**src/rtl/u8u16_pkg.sv**
```systemverilog
`timescale 1ns / 1ps
// ----------------------------------------------------------------------------
// u8u16_pkg
// Types and constants shared by the UTF-8 to UTF-16 decoder.
// ----------------------------------------------------------------------------
package u8u16_pkg;

   localparam logic [2:0] ERR_NONE     = 3'd0;
   localparam logic [2:0] ERR_STRAY    = 3'd1;
   localparam logic [2:0] ERR_TRUNC    = 3'd2;
   localparam logic [2:0] ERR_BAD_CONT = 3'd3;
   localparam logic [2:0] ERR_BAD_LEAD = 3'd4;

   localparam logic [20:0] SUPP_BASE   = 21'h10000;
   localparam logic [15:0] HIGH_SURR   = 16'hD800;
   localparam logic [15:0] LOW_SURR    = 16'hDC00;

   typedef struct packed {
      logic [7:0] byte_in;
      logic       string_end;
   } req_type;

   typedef struct packed {
      logic [15:0] code_unit;
      logic [2:0]  error_code;
      logic        run_last;
      logic        at_string_end;
   } rsp_type;

endpackage

```
**src/rtl/utf8_to_utf16_decoder.sv**
```systemverilog
`timescale 1ns / 1ps
// ----------------------------------------------------------------------------
// utf8_to_utf16_decoder
// Decodes a UTF-8 byte stream into UTF-16 code units with error reporting.
// ----------------------------------------------------------------------------
//  channel  dir  payload   transfer
//  req_     in   req_type  req_valid & !req_stall
//  rsp_     out  rsp_type  rsp_valid & !rsp_stall
//
//  One byte per cycle while req_stall is low; a byte that completes a surrogate
//  pair sends its high surrogate to the result register, its low to the spill.
//  Decode is one combinational pass from the sequence state to the result
//  register. Reset clears sequence state and empties both output registers.
//  req_stall is high while the spill register holds the low surrogate or the
//  result register is full and stalled.
// ----------------------------------------------------------------------------
module utf8_to_utf16_decoder (
   input  logic                clock,
   input  logic                reset,
   input  logic                req_valid,
   output logic                req_stall,
   input  u8u16_pkg::req_type  req_data,
   output logic                rsp_valid,
   input  logic                rsp_stall,
   output u8u16_pkg::rsp_type  rsp_data
);
   import u8u16_pkg::*;

   logic [1:0]  pending_ff, pending_in;
   logic [20:0] partial_ff, partial_in;
   logic        four_ff, four_in;
   logic        drop_ff, drop_in;

   logic        out_valid_ff;
   rsp_type     out_data_ff;
   logic        spill_valid_ff;
   rsp_type     spill_data_ff;

   logic        accept;
   logic        out_free;
   logic [1:0]  res_count;
   rsp_type     res0, res1;
   logic        err_hit;
   logic [2:0]  err_val;
   logic [7:0]  b;
   logic        e;
   logic [20:0] value;
   logic [20:0] supp;

   assign b         = req_data.byte_in;
   assign e         = req_data.string_end;
   assign out_free  = !out_valid_ff || !rsp_stall;
   assign req_stall = spill_valid_ff || !out_free;
   assign accept    = req_valid && !req_stall;
   assign rsp_valid = out_valid_ff;
   assign rsp_data  = out_data_ff;

   assign value = {partial_ff[14:0], b[5:0]};
   assign supp  = value - SUPP_BASE;

   always_comb begin
      pending_in = pending_ff;
      partial_in = partial_ff;
      four_in    = four_ff;
      drop_in    = drop_ff;
      res_count  = 2'd0;
      res0       = '0;
      res1       = '0;
      err_hit    = 1'b0;
      err_val    = ERR_NONE;
      res0.at_string_end = e;
      res1.at_string_end = e;
      if (drop_ff) begin
         if (e) begin
            drop_in = 1'b0;
         end
      end else if (pending_ff == 2'd0) begin
         if (!b[7]) begin
            res_count      = 2'd1;
            res0.code_unit = {8'd0, b};
            res0.run_last  = 1'b1;
         end else if (!b[6]) begin
            err_hit = 1'b1;
            err_val = ERR_STRAY;
         end else begin
            if (!b[5]) begin
               pending_in = 2'd1;
               partial_in = {16'd0, b[4:0]};
               four_in    = 1'b0;
            end else if (!b[4]) begin
               pending_in = 2'd2;
               partial_in = {17'd0, b[3:0]};
               four_in    = 1'b0;
            end else if (!b[3]) begin
               pending_in = 2'd3;
               partial_in = {18'd0, b[2:0]};
               four_in    = 1'b1;
            end else begin
               err_hit = 1'b1;
               err_val = ERR_BAD_LEAD;
            end
            if (e && !err_hit) begin
               err_hit = 1'b1;
               err_val = ERR_TRUNC;
            end
         end
      end else if (e && pending_ff > 2'd1) begin
         err_hit = 1'b1;
         err_val = ERR_TRUNC;
      end else if (b[7:6] != 2'b10) begin
         err_hit = 1'b1;
         err_val = ERR_BAD_CONT;
      end else begin
         pending_in = pending_ff - 2'd1;
         partial_in = value;
         if (pending_ff == 2'd1) begin
            partial_in = '0;
            four_in    = 1'b0;
            if (four_ff && value >= SUPP_BASE) begin
               res_count      = 2'd2;
               res0.code_unit = HIGH_SURR | {5'd0, supp[20:10]};
               res1.code_unit = LOW_SURR | {6'd0, supp[9:0]};
               res1.run_last  = 1'b1;
            end else begin
               res_count      = 2'd1;
               res0.code_unit = value[15:0];
               res0.run_last  = 1'b1;
            end
         end
      end
      if (err_hit) begin
         pending_in      = 2'd0;
         partial_in      = '0;
         four_in         = 1'b0;
         drop_in         = !e;
         res_count       = 2'd1;
         res0.code_unit  = '0;
         res0.error_code = err_val;
         res0.run_last   = 1'b1;
      end
   end

   always_ff @(posedge clock) begin
      if (reset) begin
         pending_ff <= '0;
         partial_ff <= '0;
         four_ff    <= 1'b0;
         drop_ff    <= 1'b0;
      end else if (accept) begin
         pending_ff <= pending_in;
         partial_ff <= partial_in;
         four_ff    <= four_in;
         drop_ff    <= drop_in;
      end
   end

   always_ff @(posedge clock) begin
      if (reset) begin
         out_valid_ff   <= 1'b0;
         spill_valid_ff <= 1'b0;
      end else if (spill_valid_ff && out_free) begin
         out_valid_ff   <= 1'b1;
         spill_valid_ff <= 1'b0;
      end else if (accept) begin
         out_valid_ff   <= res_count != 2'd0;
         spill_valid_ff <= res_count == 2'd2;
      end else if (out_free) begin
         out_valid_ff   <= 1'b0;
      end
   end

   always_ff @(posedge clock) begin
      if (spill_valid_ff && out_free) begin
         out_data_ff <= spill_data_ff;
      end else if (accept) begin
         out_data_ff   <= res0;
         spill_data_ff <= res1;
      end
   end

   // spill only ever sits behind a full result register
   a_spill_behind_out: assert property (@(posedge clock) disable iff (reset)
      spill_valid_ff |-> out_valid_ff)
      else $error("spill register valid with empty result register");

   // spill holds the closing low surrogate of a pair
   a_spill_low_surr: assert property (@(posedge clock) disable iff (reset)
      spill_valid_ff |-> (spill_data_ff.run_last && spill_data_ff.code_unit[15:10] == 6'h37
                          && spill_data_ff.error_code == ERR_NONE))
      else $error("spill register does not hold a low surrogate");

   // error results carry a zero code unit and close the byte
   a_err_zero: assert property (@(posedge clock) disable iff (reset)
      (rsp_valid && rsp_data.error_code != ERR_NONE) |->
         (rsp_data.code_unit == 16'd0 && rsp_data.run_last))
      else $error("error result with nonzero code unit");

   // no input taken while the low surrogate waits
   a_no_accept_spill: assert property (@(posedge clock) disable iff (reset)
      spill_valid_ff |-> !accept)
      else $error("input accepted while spill register full");

   // a high surrogate is always followed by the spilled low surrogate
   a_pair_follow: assert property (@(posedge clock) disable iff (reset)
      (accept && res_count == 2'd2) |=> (spill_valid_ff && !out_data_ff.run_last))
      else $error("surrogate pair not staged in order");

endmodule
```
**config.mk**
```make
export PLATFORM = sky130hd
export DESIGN_NAME = utf8_to_utf16_decoder
export DESIGN_NICKNAME = d
export VERILOG_FILES = /design/src/rtl/u8u16_pkg.sv /design/src/rtl/utf8_to_utf16_decoder.sv
export SDC_FILE = /design/constraint.sdc
export NUM_CORES = 1
export LEC_CHECK = 0
export ABC_AREA = 1
export BUFFER_PORTS_ARGS = -buffer_cell sky130_fd_sc_hd__buf_4
export CAP_MARGIN = 15
export CORE_ASPECT_RATIO = 0.8
export CORE_MARGIN = 1
export CORE_UTILIZATION = 56
export DETAILED_ROUTE_END_ITERATION = 10
export MAX_ROUTING_LAYER = met4
export PLACE_DENSITY = 0.89
export SLEW_MARGIN = 15
export SYNTH_ARGS = -nofsm -noshare
export SYNTH_HDL_FRONTEND = slang
export SYNTH_SLANG_ARGS = --single-unit
```
**constraint.sdc**
```tcl
create_clock -name clock -period 4.2 [get_ports clock]
set_input_delay 0.42 -clock clock [delete_from_list [all_inputs] [get_ports clock]]
set_output_delay 0.42 -clock clock [all_outputs]
set_load 0.05 [all_outputs]
```
-- Yosys cells after proc, flatten, opt, wreduce, memory -nomap -nowiden
Index checks and enable logic that the tools add are counted.
- bits of input ports: 13
- register bits: 60
- output and inout bits: 23
- logic and storage cells: 143
- order comparisons: 2
- reduce and logical (&&, ||, !) cells: 24
- equal/unequal tests: 9
- add/sub/neg operators: 2
- bitwise operators: 3
- multiplexer cells: 89
- operator list (kind ; count):
    $mux W15 ; 11
    $mux W16 ; 7
    $mux W21 ; 2
    $mux W1 ; 40
    $mux W2 ; 19
    $mux W3 ; 8
    $ge A21 B17 Y1 const B ; 1
    $sub A21 B17 Y21 const B ; 1
    $mux W20 ; 1
    $ne A3 B3 Y1 const B ; 4
    $reduce_and A8 Y1 ; 1
    $mux W7 ; 1
    $reduce_and A7 Y1 ; 1
    $logic_not A1 Y1 ; 6
    $reduce_bool A3 Y1 ; 2
    $reduce_or A6 Y1 ; 1
    $logic_and A1 B1 Y1 ; 5
    $ne A5 B5 Y1 const B ; 1
    $reduce_or A5 Y1 ; 1
    $reduce_bool A2 Y1 ; 2
    $not A1 Y1 ; 3
    $eq A2 B1 Y1 const B ; 1
    $eq A2 B2 Y1 const B ; 1
    $gt A2 B1 Y1 const B ; 1
    7 further kinds ; 8

-- Longest topological paths before layout
Gate-level depths: netlist (run 1).
- word-level depth: 18
- mapped depth: 15
- mapped depth without buffers: 14

-- Worst setup path before layout (run 1)
Ideal clock, no wire load.
- path type: reg-to-reg
- start: reg out_valid_ff (netlist: rsp_valid)
- end: reg out_data_ff, in the netlist rsp_data[0], enable pin
- buffers on the path: 0
- data required time: 3824 ps
- period minus slack after synthesis: 2221 ps
- setup time: 376 ps
- stages on the path, launching flop included: 8
- path slack: 1979 ps
- arrival time: 1845 ps
- cells stage by stage: dfxtp_1 > nand2_1 > nand2_1 > inv_1 > nand2_1 > inv_2 > nor2_1 > inv_1
- word-level cells in the longest chain between the ends: 7
- elaborated cells between the ends (all ways): 8
- those cells by class: 8 x reduce/logical
- ends and longest elaborated chain (what ; RTL line ; text):
    start: declaration ; utf8_to_utf16_decoder.sv:34 ; logic out_valid_ff;
    start signal: assignment ; utf8_to_utf16_decoder.sv:159 ; out_valid_ff <= 1'b0;
    start signal: assignment ; utf8_to_utf16_decoder.sv:162 ; out_valid_ff <= 1'b1;
    start signal: assignment ; utf8_to_utf16_decoder.sv:165 ; out_valid_ff <= res_count != 2'd0;
    $logic_not A1 Y1 ; utf8_to_utf16_decoder.sv:52 ; assign out_free = !out_valid_ff || !rsp_stall;
    $logic_or A1 B1 Y1 ; utf8_to_utf16_decoder.sv:52 ;
    $logic_not A1 Y1 ; utf8_to_utf16_decoder.sv:53 ; assign req_stall = spill_valid_ff || !out_free;
    $logic_or A1 B1 Y1 ; utf8_to_utf16_decoder.sv:53 ;
    via req_stall ; utf8_to_utf16_decoder.sv:21 ; output logic req_stall,
    $logic_not A1 Y1 ; utf8_to_utf16_decoder.sv:54 ; assign accept = req_valid && !req_stall;
    $logic_and A1 B1 Y1 ; utf8_to_utf16_decoder.sv:54 ;
    $reduce_bool A2 Y1 (no line) ; -- ;
    end signal: assignment ; utf8_to_utf16_decoder.sv:174 ; out_data_ff <= spill_data_ff;
    end signal: assignment ; utf8_to_utf16_decoder.sv:176 ; out_data_ff <= res0;
    end: declaration ; utf8_to_utf16_decoder.sv:35 ; rsp_type out_data_ff;
The timed path passes the listed nets, and every way through them passes these cells.
A chain may end at the register's enable or synchronous reset.

-- Worst setup path after layout (run 1)
- start: reg out_valid_ff (netlist: rsp_valid)
- end: reg pending_ff[1]
- word-level cells in the longest chain between the ends: 7
- ends and longest elaborated chain (what ; RTL line ; text):
    $logic_not A1 Y1 ; utf8_to_utf16_decoder.sv:52 ;
    $logic_or A1 B1 Y1 ; utf8_to_utf16_decoder.sv:52 ;
    $logic_not A1 Y1 ; utf8_to_utf16_decoder.sv:53 ;
    $logic_or A1 B1 Y1 ; utf8_to_utf16_decoder.sv:53 ;
    $logic_not A1 Y1 ; utf8_to_utf16_decoder.sv:54 ;
    $logic_and A1 B1 Y1 ; utf8_to_utf16_decoder.sv:54 ;
    $reduce_and A7 Y1 (no line) ; -- ;
    end signal: assignment ; utf8_to_utf16_decoder.sv:150 ; pending_ff <= pending_in;
    end: declaration ; utf8_to_utf16_decoder.sv:29 ; logic [1:0] pending_ff, pending_in;
Every way passes these cells.

==> results of run 1 <==
==> power groups by stage <==
| stage | sequential (mW) | clock [mW] | combinational (mW) |
|---|---|---|---|
| after floorplan | 0.710 | 0 | 0.189 |
| after global placement | 0.645 | 0 | 0.332 |
| after detailed placement | 0.648 | 0 | 0.339 |
| after CTS | 0.636 | 0.349 | 0.339 |
| after global routing | 0.641 | 0.373 | 0.373 |
| final | 0.636 | 0.351 | 0.341 |
==> worst register-to-register path: cells and delay by family (launching register included) <==
kind / cells / cell delay [ns]
AO/OA/AOI/OAI: 2 / 0.24
buffers and inverters: 3 / 0.53
flip-flops: 1 / 0.32
AND/OR/NAND/NOR: 6 / 1.09
==> worst paths after layout <==
check / from / endpoint / slack, ns
setup reg to reg: rsp_valid / pending_ff[1] / 1.96
setup / recovery: rsp_valid / pending_ff[1] / 1.96
hold reg to reg: spill_valid_ff / spill_valid_ff / 0.49
hold / removal: req_data[0] / spill_data_ff[0] / 0.33
==> per-stage QoR <==
| step | power, mW | hold slack, ns | setup slack (ns) | instances |
|---|---|---|---|---|
| 2_1_floorplan | 0.8997 | 0.4488 | 1.979 | 328 |
| 3_3_place_gp | 0.9773 | 0.4655 | 1.839 | 415 |
| 3_5_place_dp | 0.9869 | 0.4784 | 1.737 | 415 |
| 4_1_cts | 1.324 | 0.3276 | 1.960 | 423 |
| 5_1_grt | 1.386 | 0.3304 | 1.674 | 423 |
| 6_report | 1.329 | 0.3300 | 1.965 | 423 |
==> final cells by class <==
class / instances / area share (%)
inverters: 40 / 4.760
clock buffers: 5 / 2.182
flip-flops and latches: 54 / 44.74
clock inverters: 3 / 1.349
multi-input cells: 225 / 36.02
repair buffers: 36 / 8.568
well taps: 60 / 2.380
==> logic make-up (layout without fill, tap and decap cells) <==
family,Yosys count,after routing
and+or+nand+nor,179,179
xor gates and xnor gates,3,3
AOI/OAI and AO/OA,41,41
DFF,54,54
buffers and inverters,49,84
adders and majority gates,2,2
==> flip-flops by register name (all words and copies together), names as in the netlist <==
register and cells:
rsp_data 21, partial_ff 15, spill_data_ff 12, pending_ff 2, drop_ff 1, four_ff 1, rsp_valid 1, spill_valid_ff 1
==> layer usage <==
metal | routed length [um] | share of wire, % | up-vias
met3 | 447 | 7.1 | 10
met5 | 0 | 0 | -
met2 | 2814 | 45 | 91
met1 | 2947 | 47 | 1030
li1 | - | - | 1142
met4 | 63 | 1.0 | 0
==> cell usage in the layout, fill, tap and decap left out <==
master | netlist | final
xnor2_1 | 1 | 1
nor2_2 | 3 | 3
nand2_2 | 4 | 4
o21ai_0 | 11 | 11
a211oi_1 | 5 | 5
inv_2 | 7 | 7
nand4_1 | 7 | 7
nor2_1 | 53 | 53
a211oi_2 | 10 | 10
o21ai_1 | 2 | 2
nor3_1 | 7 | 7
edfxtp_1 | 33 | 33
a21oi_1 | 10 | 10
clkinv_1 | 0 | 1
nand2_1 | 84 | 84
a31oi_1 | 1 | 1
nand3_1 | 15 | 15
o21ai_4 | 1 | 1
dfxtp_1 | 21 | 21
nand3b_1 | 1 | 1
inv_6 | 0 | 1
a41oi_1 | 1 | 1
nor2_4 | 2 | 2
clkbuf_8 | 0 | 5
xor2_1 | 2 | 2
ha_1 | 2 | 2
buf_4 | 1 | 36
nand2_4 | 3 | 3
bufinv_16 | 0 | 1
inv_1 | 33 | 33
==> impl_metrics.ini, run 1 <==
[global_route]
use_met3_pct = 3.944
antenna_found_initial = 0
use_met2_pct = 40.04
track_usage_pct = 26.77
grt_pass1_vias = 2055
grt_pass1_wl_um = 10010
grt_max_degree = 23
gr-total-overflow = 0
grt_use_met1_pct = 38.44
top_usage_layer = met2

[drt]
drt_wl_total_um = 6272
wire_per_inst_um = 14.83
vias_per_cell = 5.374
drc = 0
ant_nets = 0
first_iter_violations = 203
drt_pass1_iterations = 5
vias = 2273

[setup_path]
arrival_ns = 2.48
cpMaxStageDelayCell = nor2_4
worstPathCellList = nand2_1 > nand2_1 > inv_1 > nand2_1 > inv_2 > nand2_1 > nor2_4 > inv_2 > nor2_2 > o21ai_0 > a21oi_1
crit_fanout = 22
start_kind = flip-flop
crit_family = simple AND/OR/NAND/NOR gates
critPathKind = reg -> reg
cp_num_buf_inv = 3
required_ns = 4.44
cpPeakStageDelay_ns = 0.51
reg2regPathDepth = 11
end_kind = flip-flop
cp.depth = 11
cpMostUsedCell = nand2_1

[clock_tree]
cts_resized = 0
htree_levels = 2
cts_tree = done
cts.clk_slew.worst_paths_ns = 0.10
cts_hold_buf = 0
cts.sinks = 54
worstSkewPairLatency_ns = 0.31
numCtsBuffers = 5
cts_root_buffer = clkbuf_8
postCtsSetupBuffers = 0
cts_buffer_depth = 2

[logic_synthesis]
ys_ff_latch = 54
mappedNetlistNets = 343
synth_top_family_by_area = simple AND/OR/NAND/NOR gates
yosysWarnings = 0
synthesis.instances = 328
syn_area_per_cell_um2 = 8.400
muxShareOfSynthArea_pct = 0
ys_top_cells_by_area = edfxtp_1 36%, dfxtp_1 15%, nand2_1 11%
ys_async_sr_fraction_pct = 0
synthTopCellsByCount = 84 x nand2_1, 53 x nor2_1, 33 x edfxtp_1, 33 x inv_1, 21 x dfxtp_1
synthFlopType = edfxtp_1
synth-edff-count = 33
synth_area_mm2 = 0.002755
synth_area_leader_cell = edfxtp_1
synth_top_area_share_pct = 35.97
synth-simple-area-share_pct = 28.16
synth_compound_area_share_pct = 11.22
synth.most_common_cell = nand2_1
seq_area_frac_synth_pct = 51.23
synth_xor_xnor_area_share_pct = 0.9537
synthAdderAreaFrac_pct = 0.9083
yosysUniqueCellTypes = 29

[final_layout]
drive_gt1_share_pct = 20.11
regArea_mm2 = 0.001411
fillers = 398
synthToLayoutAreaGrowth_pct = 14.49
final_area_mm2 = 0.003154
final_nets = 377
utilization_pct = 67.81
multiInputGateArea_mm2 = 0.001136
antennaDiodeCount = 0

[floorplan]
coreArea_mm2 = 0.004652
rows = 22
die_area_mm2 = 0.005206
initial_core_util_pct = 59.23
die_h_um = 64.74
die_w_um = 80.42
ios = 36

[pwr]
p_sw_share_pct = 33.25
power.internal_mw = 0.8868
power_frac_comb_pct = 25.7
power_frac_seq_pct = 47.9
ir_worst_vdd_v = 0.0003420
pwr-share-clk_pct = 26.4
p_leak_nw = 1.361
powerDensity_mw_per_mm2 = 421.2
p_sw_mw = 0.4419

[timing]
finalHoldViolations = 0
max_slew_margin_pct = 50.34
setup_violations = 0
fin_crit_ns = 2.235
slew_violations = 0
fin_skew_ns = 0.004919
fmax_mhz = 447.4
post-route-period-util_pct = 53.22
worst_slew_pin_slew_ns = 0.7441
rsz0062_at_grt = no
tns_ns = 0

[placement]
io_buffers = 35
dpl_cell_area_mm2 = 0.003043
gp_congestion = 0.9503
dp_hpwl_um = 4887

[job]
max-cap-violations = 0

[run_status]
run_status = completed

[worst_hold_path]
hold_depth = 1
hold_path.class = in -> reg
Power figures use the tool's default switching activity.
==> inputs of run 2 (changes only) <==
- clock period: 4.2 -> 2.2 ns (I/O delays scaled with it)
==> run 2 against run 1 <==
Maximum frequency increased by 15%. Critical endpoint is now rsp_data[14]. Count of clock-buffer cells in the layout unchanged. Combinational power grew 97%. Utilization grew 1.0 points. Total power rose by 94%. Critical path type unchanged. Global-route usage is 0.98 points higher. Flip-flop and latch count unchanged.
==> impl_metrics.ini, run 2 (synthesized netlist as in run 1, its figures left out) <==
[floorplan]
ios = 36
die_h_um = 64.74
die_w_um = 80.42
initial_core_util_pct = 59.23
coreArea_mm2 = 0.004652
die_area_mm2 = 0.005206
rows = 22

[timing]
fin_crit_ns = 1.944
slew_violations = 0
fin_skew_ns = 0.01033
tns_ns = 0
max_slew_margin_pct = 67.00
fmax_mhz = 514.5
worst_slew_pin_slew_ns = 0.4912
rsz0062_at_grt = no
setup_violations = 0
finalHoldViolations = 0
post-route-period-util_pct = 88.34

[global_route]
grt_pass1_vias = 2097
antenna_found_initial = 0
gr-total-overflow = 0
grt_pass1_wl_um = 10430
grt_max_degree = 22
track_usage_pct = 27.75

[clock_tree]
cts_resized = 0
numCtsBuffers = 5
cts_tree = done
cts_hold_buf = 0
cts.sinks = 54
cts_root_buffer = clkbuf_8
postCtsSetupBuffers = 0
worstSkewPairLatency_ns = 0.31
cts_buffer_depth = 2
cts.clk_slew.worst_paths_ns = 0.11
htree_levels = 2

[pwr]
p_sw_mw = 0.8617
report.power.total_mw = 2.571
power_frac_comb_pct = 26.1
power.internal_mw = 1.709
ir_worst_vdd_v = 0.0005162
p_sw_share_pct = 33.51
p_leak_nw = 1.384
pwr-share-clk_pct = 26.7
power_frac_seq_pct = 47.1
powerDensity_mw_per_mm2 = 803.0

[setup_path]
crit_fanout = 14
critPathKind = reg -> reg
end_kind = flip-flop
reg2reg_slack_ns = 0.26
start_kind = flip-flop
required_ns = 2.27
arrival_ns = 2.01

[drt]
ant_nets = 0
drc = 0
drt_pass1_iterations = 5
vias = 2271
first_iter_violations = 257
wire_per_inst_um = 14.42
vias_per_cell = 5.319
drt_wl_total_um = 6156

[worst_hold_path]
hold_path.class = in -> reg

[run_status]
run_status = completed

[final_layout]
synthToLayoutAreaGrowth_pct = 16.21
multiInputGateArea_mm2 = 0.001144
drive_gt1_share_pct = 21.80
final_common_cell = nand2_1
antennaDiodeCount = 0
regArea_mm2 = 0.001411
largest_register_ffs = 21
fillers = 378
final_nets = 381
final_cell_mix = 83 x nand2_1, 53 x nor2_1, 40 x buf_4

[placement]
io_buffers = 35
dp_hpwl_um = 4758
gp_congestion = 0.9942

[job]
max-cap-violations = 0
## run 2: stage by stage
stage | hold slack (ns) | util [%] | instances | setup slack (ns) | instance area [um^2]
detailed placement | 0.4467 | 66.19 | 419 | 0.2557 | 3079
global placement | 0.4488 | 66.19 | 419 | 0.3048 | 3079
global route | 0.1306 | 68.83 | 427 | 0.01150 | 3202
CTS | 0.1276 | 68.72 | 427 | 0.2284 | 3197
floorplan | 0.3156 | - | 328 | 0.02626 | 2761
finish | 0.1302 | 68.83 | 427 | 0.2565 | 3202
## run 2: per-layer routing
layer	GRT usage, %	routed length, um	vias up	part of all wire, %
met5	-	0	-	0
met4	6.696	55	0	0.89
met3	5.352	547	6	8.9
met2	39.94	2681	91	44
met1	40.35	2871	1021	47
li1	-	-	1153	-
## run 2: worst paths after layout
check	start	end	cells past startpoint
min	req_data[0]	spill_data_ff[0]	1
max reg2reg	partial_ff[11]	rsp_data[14]	13
min reg2reg	partial_ff[1]	partial_ff[1]	2
max	partial_ff[11]	rsp_data[14]	13
## run 2: power groups by stage
stage,clock [mW],sequential (mW),combinational (mW)
4_1_cts,0.695,1.21,0.664
5_1_grt,0.747,1.22,0.736
6_report,0.688,1.21,0.672
2_1_floorplan,0,1.36,0.363
3_5_place_dp,0,1.23,0.661
3_3_place_gp,0,1.23,0.654
## run 2: cell type report
class                      count  area share [%]
clock buffer                   5           2.149
clock inverter                 3           1.524
inverter                      40           4.807
multi-input combinational    225           35.72
sequential                    54           44.08
tap                           60           2.345
timing repair buffer          40           9.379
## run 2: worst max-delay path, stage by stage, from the launching register on
cell	delay [ns]
dfxtp_1	0.34
inv_1	0.08
ha_1	0.14
inv_1	0.03
nor2_1	0.08
nand2_1	0.05
nor2_1	0.08
nand3_1	0.07
nand2_1	0.16
nand2_4	0.13
inv_1	0.27
nand2_1	0.10
nand4_1	0.11
nand2_1	0.07
==> inputs of run 3 (changes only) <==
- GPL_TIMING_DRIVEN: default -> 0
- SKIP_CTS_REPAIR_TIMING: default -> 1
==> run 3 against run 2 <==
Non-clock buffer count rose by 4. Hold slack got worse by 0.0056 ns. Maximum frequency rose by 1.5%. Clock power fell by 17%. Die area did not move. Global-route usage rose by 0.34 points. Via count rose by 2.5%. Critical endpoint is now rsp_data[7]. Register-to-register slack improved by 0.03 ns. Total power fell by 4.6%. Largest cell class unchanged. Wire length rose by 4.2%. Final area fell by 0.39%. Sequential share of layout area rose by 0.17 points.
==> impl_metrics.ini, run 3 (synthesized netlist as in run 1, its figures left out) <==
[global_route]
use_met2_pct = 42.37
gr-total-overflow = 0
track_usage_pct = 28.09
top_usage_layer = met2
antenna_found_initial = 0
use_met3_pct = 4.366
grt_use_met1_pct = 38.97
grt_pass1_wl_um = 10390
grt_pass1_vias = 2070
grt_max_degree = 22

[final_layout]
utilization_pct = 68.56
drive_gt1_share_pct = 21.83
synthToLayoutAreaGrowth_pct = 15.76
final_cell_mix = 83 x nand2_1, 53 x nor2_1, 36 x buf_4
final_area_mm2 = 0.003189
largest_register_ffs = 21
fillers = 386
antennaDiodeCount = 0
final_nets = 385
final_common_cell = nand2_1

[worst_hold_path]
holdCritStartpoint = req_data[0]
hold_path.class = in -> reg

[drt]
wire_per_inst_um = 14.88
drt_pass1_iterations = 5
vias = 2328
ant_nets = 0
drc = 0
drt_wl_total_um = 6414
first_iter_violations = 196
vias_per_cell = 5.401

[setup_path]
end_kind = flip-flop
cpPeakStageDelay_ns = 0.40
cpMostUsedCell = nand2_1
start_kind = flip-flop
startpoint = partial_ff[10]
arrival_ns = 2.00
critPathKind = reg -> reg
crit_fanout = 10
worstPathCellList = ha_1 > inv_1 > nor2_1 > nand2_1 > nor2_1 > nand3_1 > nand2_1 > nand2_2 > buf_2 > nand3_1 > nand2_1 > o21ai_1 > nand2_1
required_ns = 2.28
cpMaxStageDelayCell = dfxtp_1
timing.rr.start = partial_ff[10]

[floorplan]
ios = 36
die_w_um = 80.42
rows = 22
die_area_mm2 = 0.005206
initial_core_util_pct = 59.23
die_h_um = 64.74
coreArea_mm2 = 0.004652

[placement]
gp_congestion = 0.9645
dpl_cell_area_mm2 = 0.003099
io_buffers = 35
dp_hpwl_um = 4948

[pwr]
powerDensity_mw_per_mm2 = 769.5
pwr-share-clk_pct = 23.2
power_frac_comb_pct = 27.5
ir_worst_vdd_v = 0.0006055
p_sw_mw = 0.8613
p_leak_nw = 1.375
p_sw_share_pct = 35.10
power.internal_mw = 1.593
power_frac_seq_pct = 49.4

[timing]
worst_slew_pin_slew_ns = 0.6030
setup_violations = 0
rsz0062_at_grt = no
max_slew_margin_pct = 59.65
tns_ns = 0
whs_ns = 0.1246
fin_skew_ns = 0.008579
fmax_mhz = 522.3
slew_violations = 0
finalHoldViolations = 0
fin_crit_ns = 1.915
post-route-period-util_pct = 87.02

[clock_tree]
worstSkewPairLatency_ns = 0.32
cts_tree = done
numCtsBuffers = 5
cts_root_buffer = clkbuf_8
htree_levels = 2
cts_buffer_depth = 2
cts.clk_slew.worst_paths_ns = 0.10
cts.sinks = 54

[job]
max-cap-violations = 0

[run_status]
run_status = completed
## run 3: layout make-up
cell class | instances | area [um^2] | share of cell area, %
Clock inverter | 3 | 21.27 | 0.6669
Multi-Input combinational cell | 225 | 1139 | 35.70
Clock buffer | 5 | 68.82 | 2.158
Inverter | 40 | 153.9 | 4.825
Timing Repair Buffer | 35 | 262.8 | 8.239
Sequential cell | 54 | 1411 | 44.25
Buffer | 9 | 57.56 | 1.805
Tap cell | 60 | 75.07 | 2.354
## run 3: metrics by stage
stage,setup WS (ns),power [mW],std cells
global placement,0.3383,1.884,423
CTS,0.2844,2.455,431
detailed placement,0.3022,1.902,423
finish,0.2855,2.454,431
global route,0.1190,2.570,431
floorplan,0.02626,1.719,328
## run 3: routing by layer
layer / routed length [um] / vias to the layer above
met1: 2827 / 1070
met3: 562 / 8
met2: 2948 / 90
li1: - / 1160
met4: 76 / 0
met5: 0 / -
## run 3: worst paths after layout
kind                            slack (ns)             to  cells past startpoint
worst max-delay path                  0.29    rsp_data[7]                     13
worst min-delay path                  0.12        drop_ff                      2
worst max register to register        0.29    rsp_data[7]                     13
worst min register to register        0.49  partial_ff[1]                      2
## run 3: critical path: cells and delay by family (launching register included)
family | cells | cell delay (ns)
and+or+nand+nor | 9 | 0.72
DFF | 1 | 0.40
adders and majority gates | 1 | 0.16
AOI/OAI and AO/OA | 1 | 0.16
buffers and inverters | 2 | 0.22
## run 3: power by group through the flow
stage | sequential [mW] | combinational, mW | clock, mW
finish | 1.21 | 0.674 | 0.569
global route | 1.22 | 0.738 | 0.612
CTS | 1.21 | 0.670 | 0.573
detailed placement | 1.23 | 0.668 | 0
global placement | 1.23 | 0.655 | 0
floorplan | 1.36 | 0.363 | 0
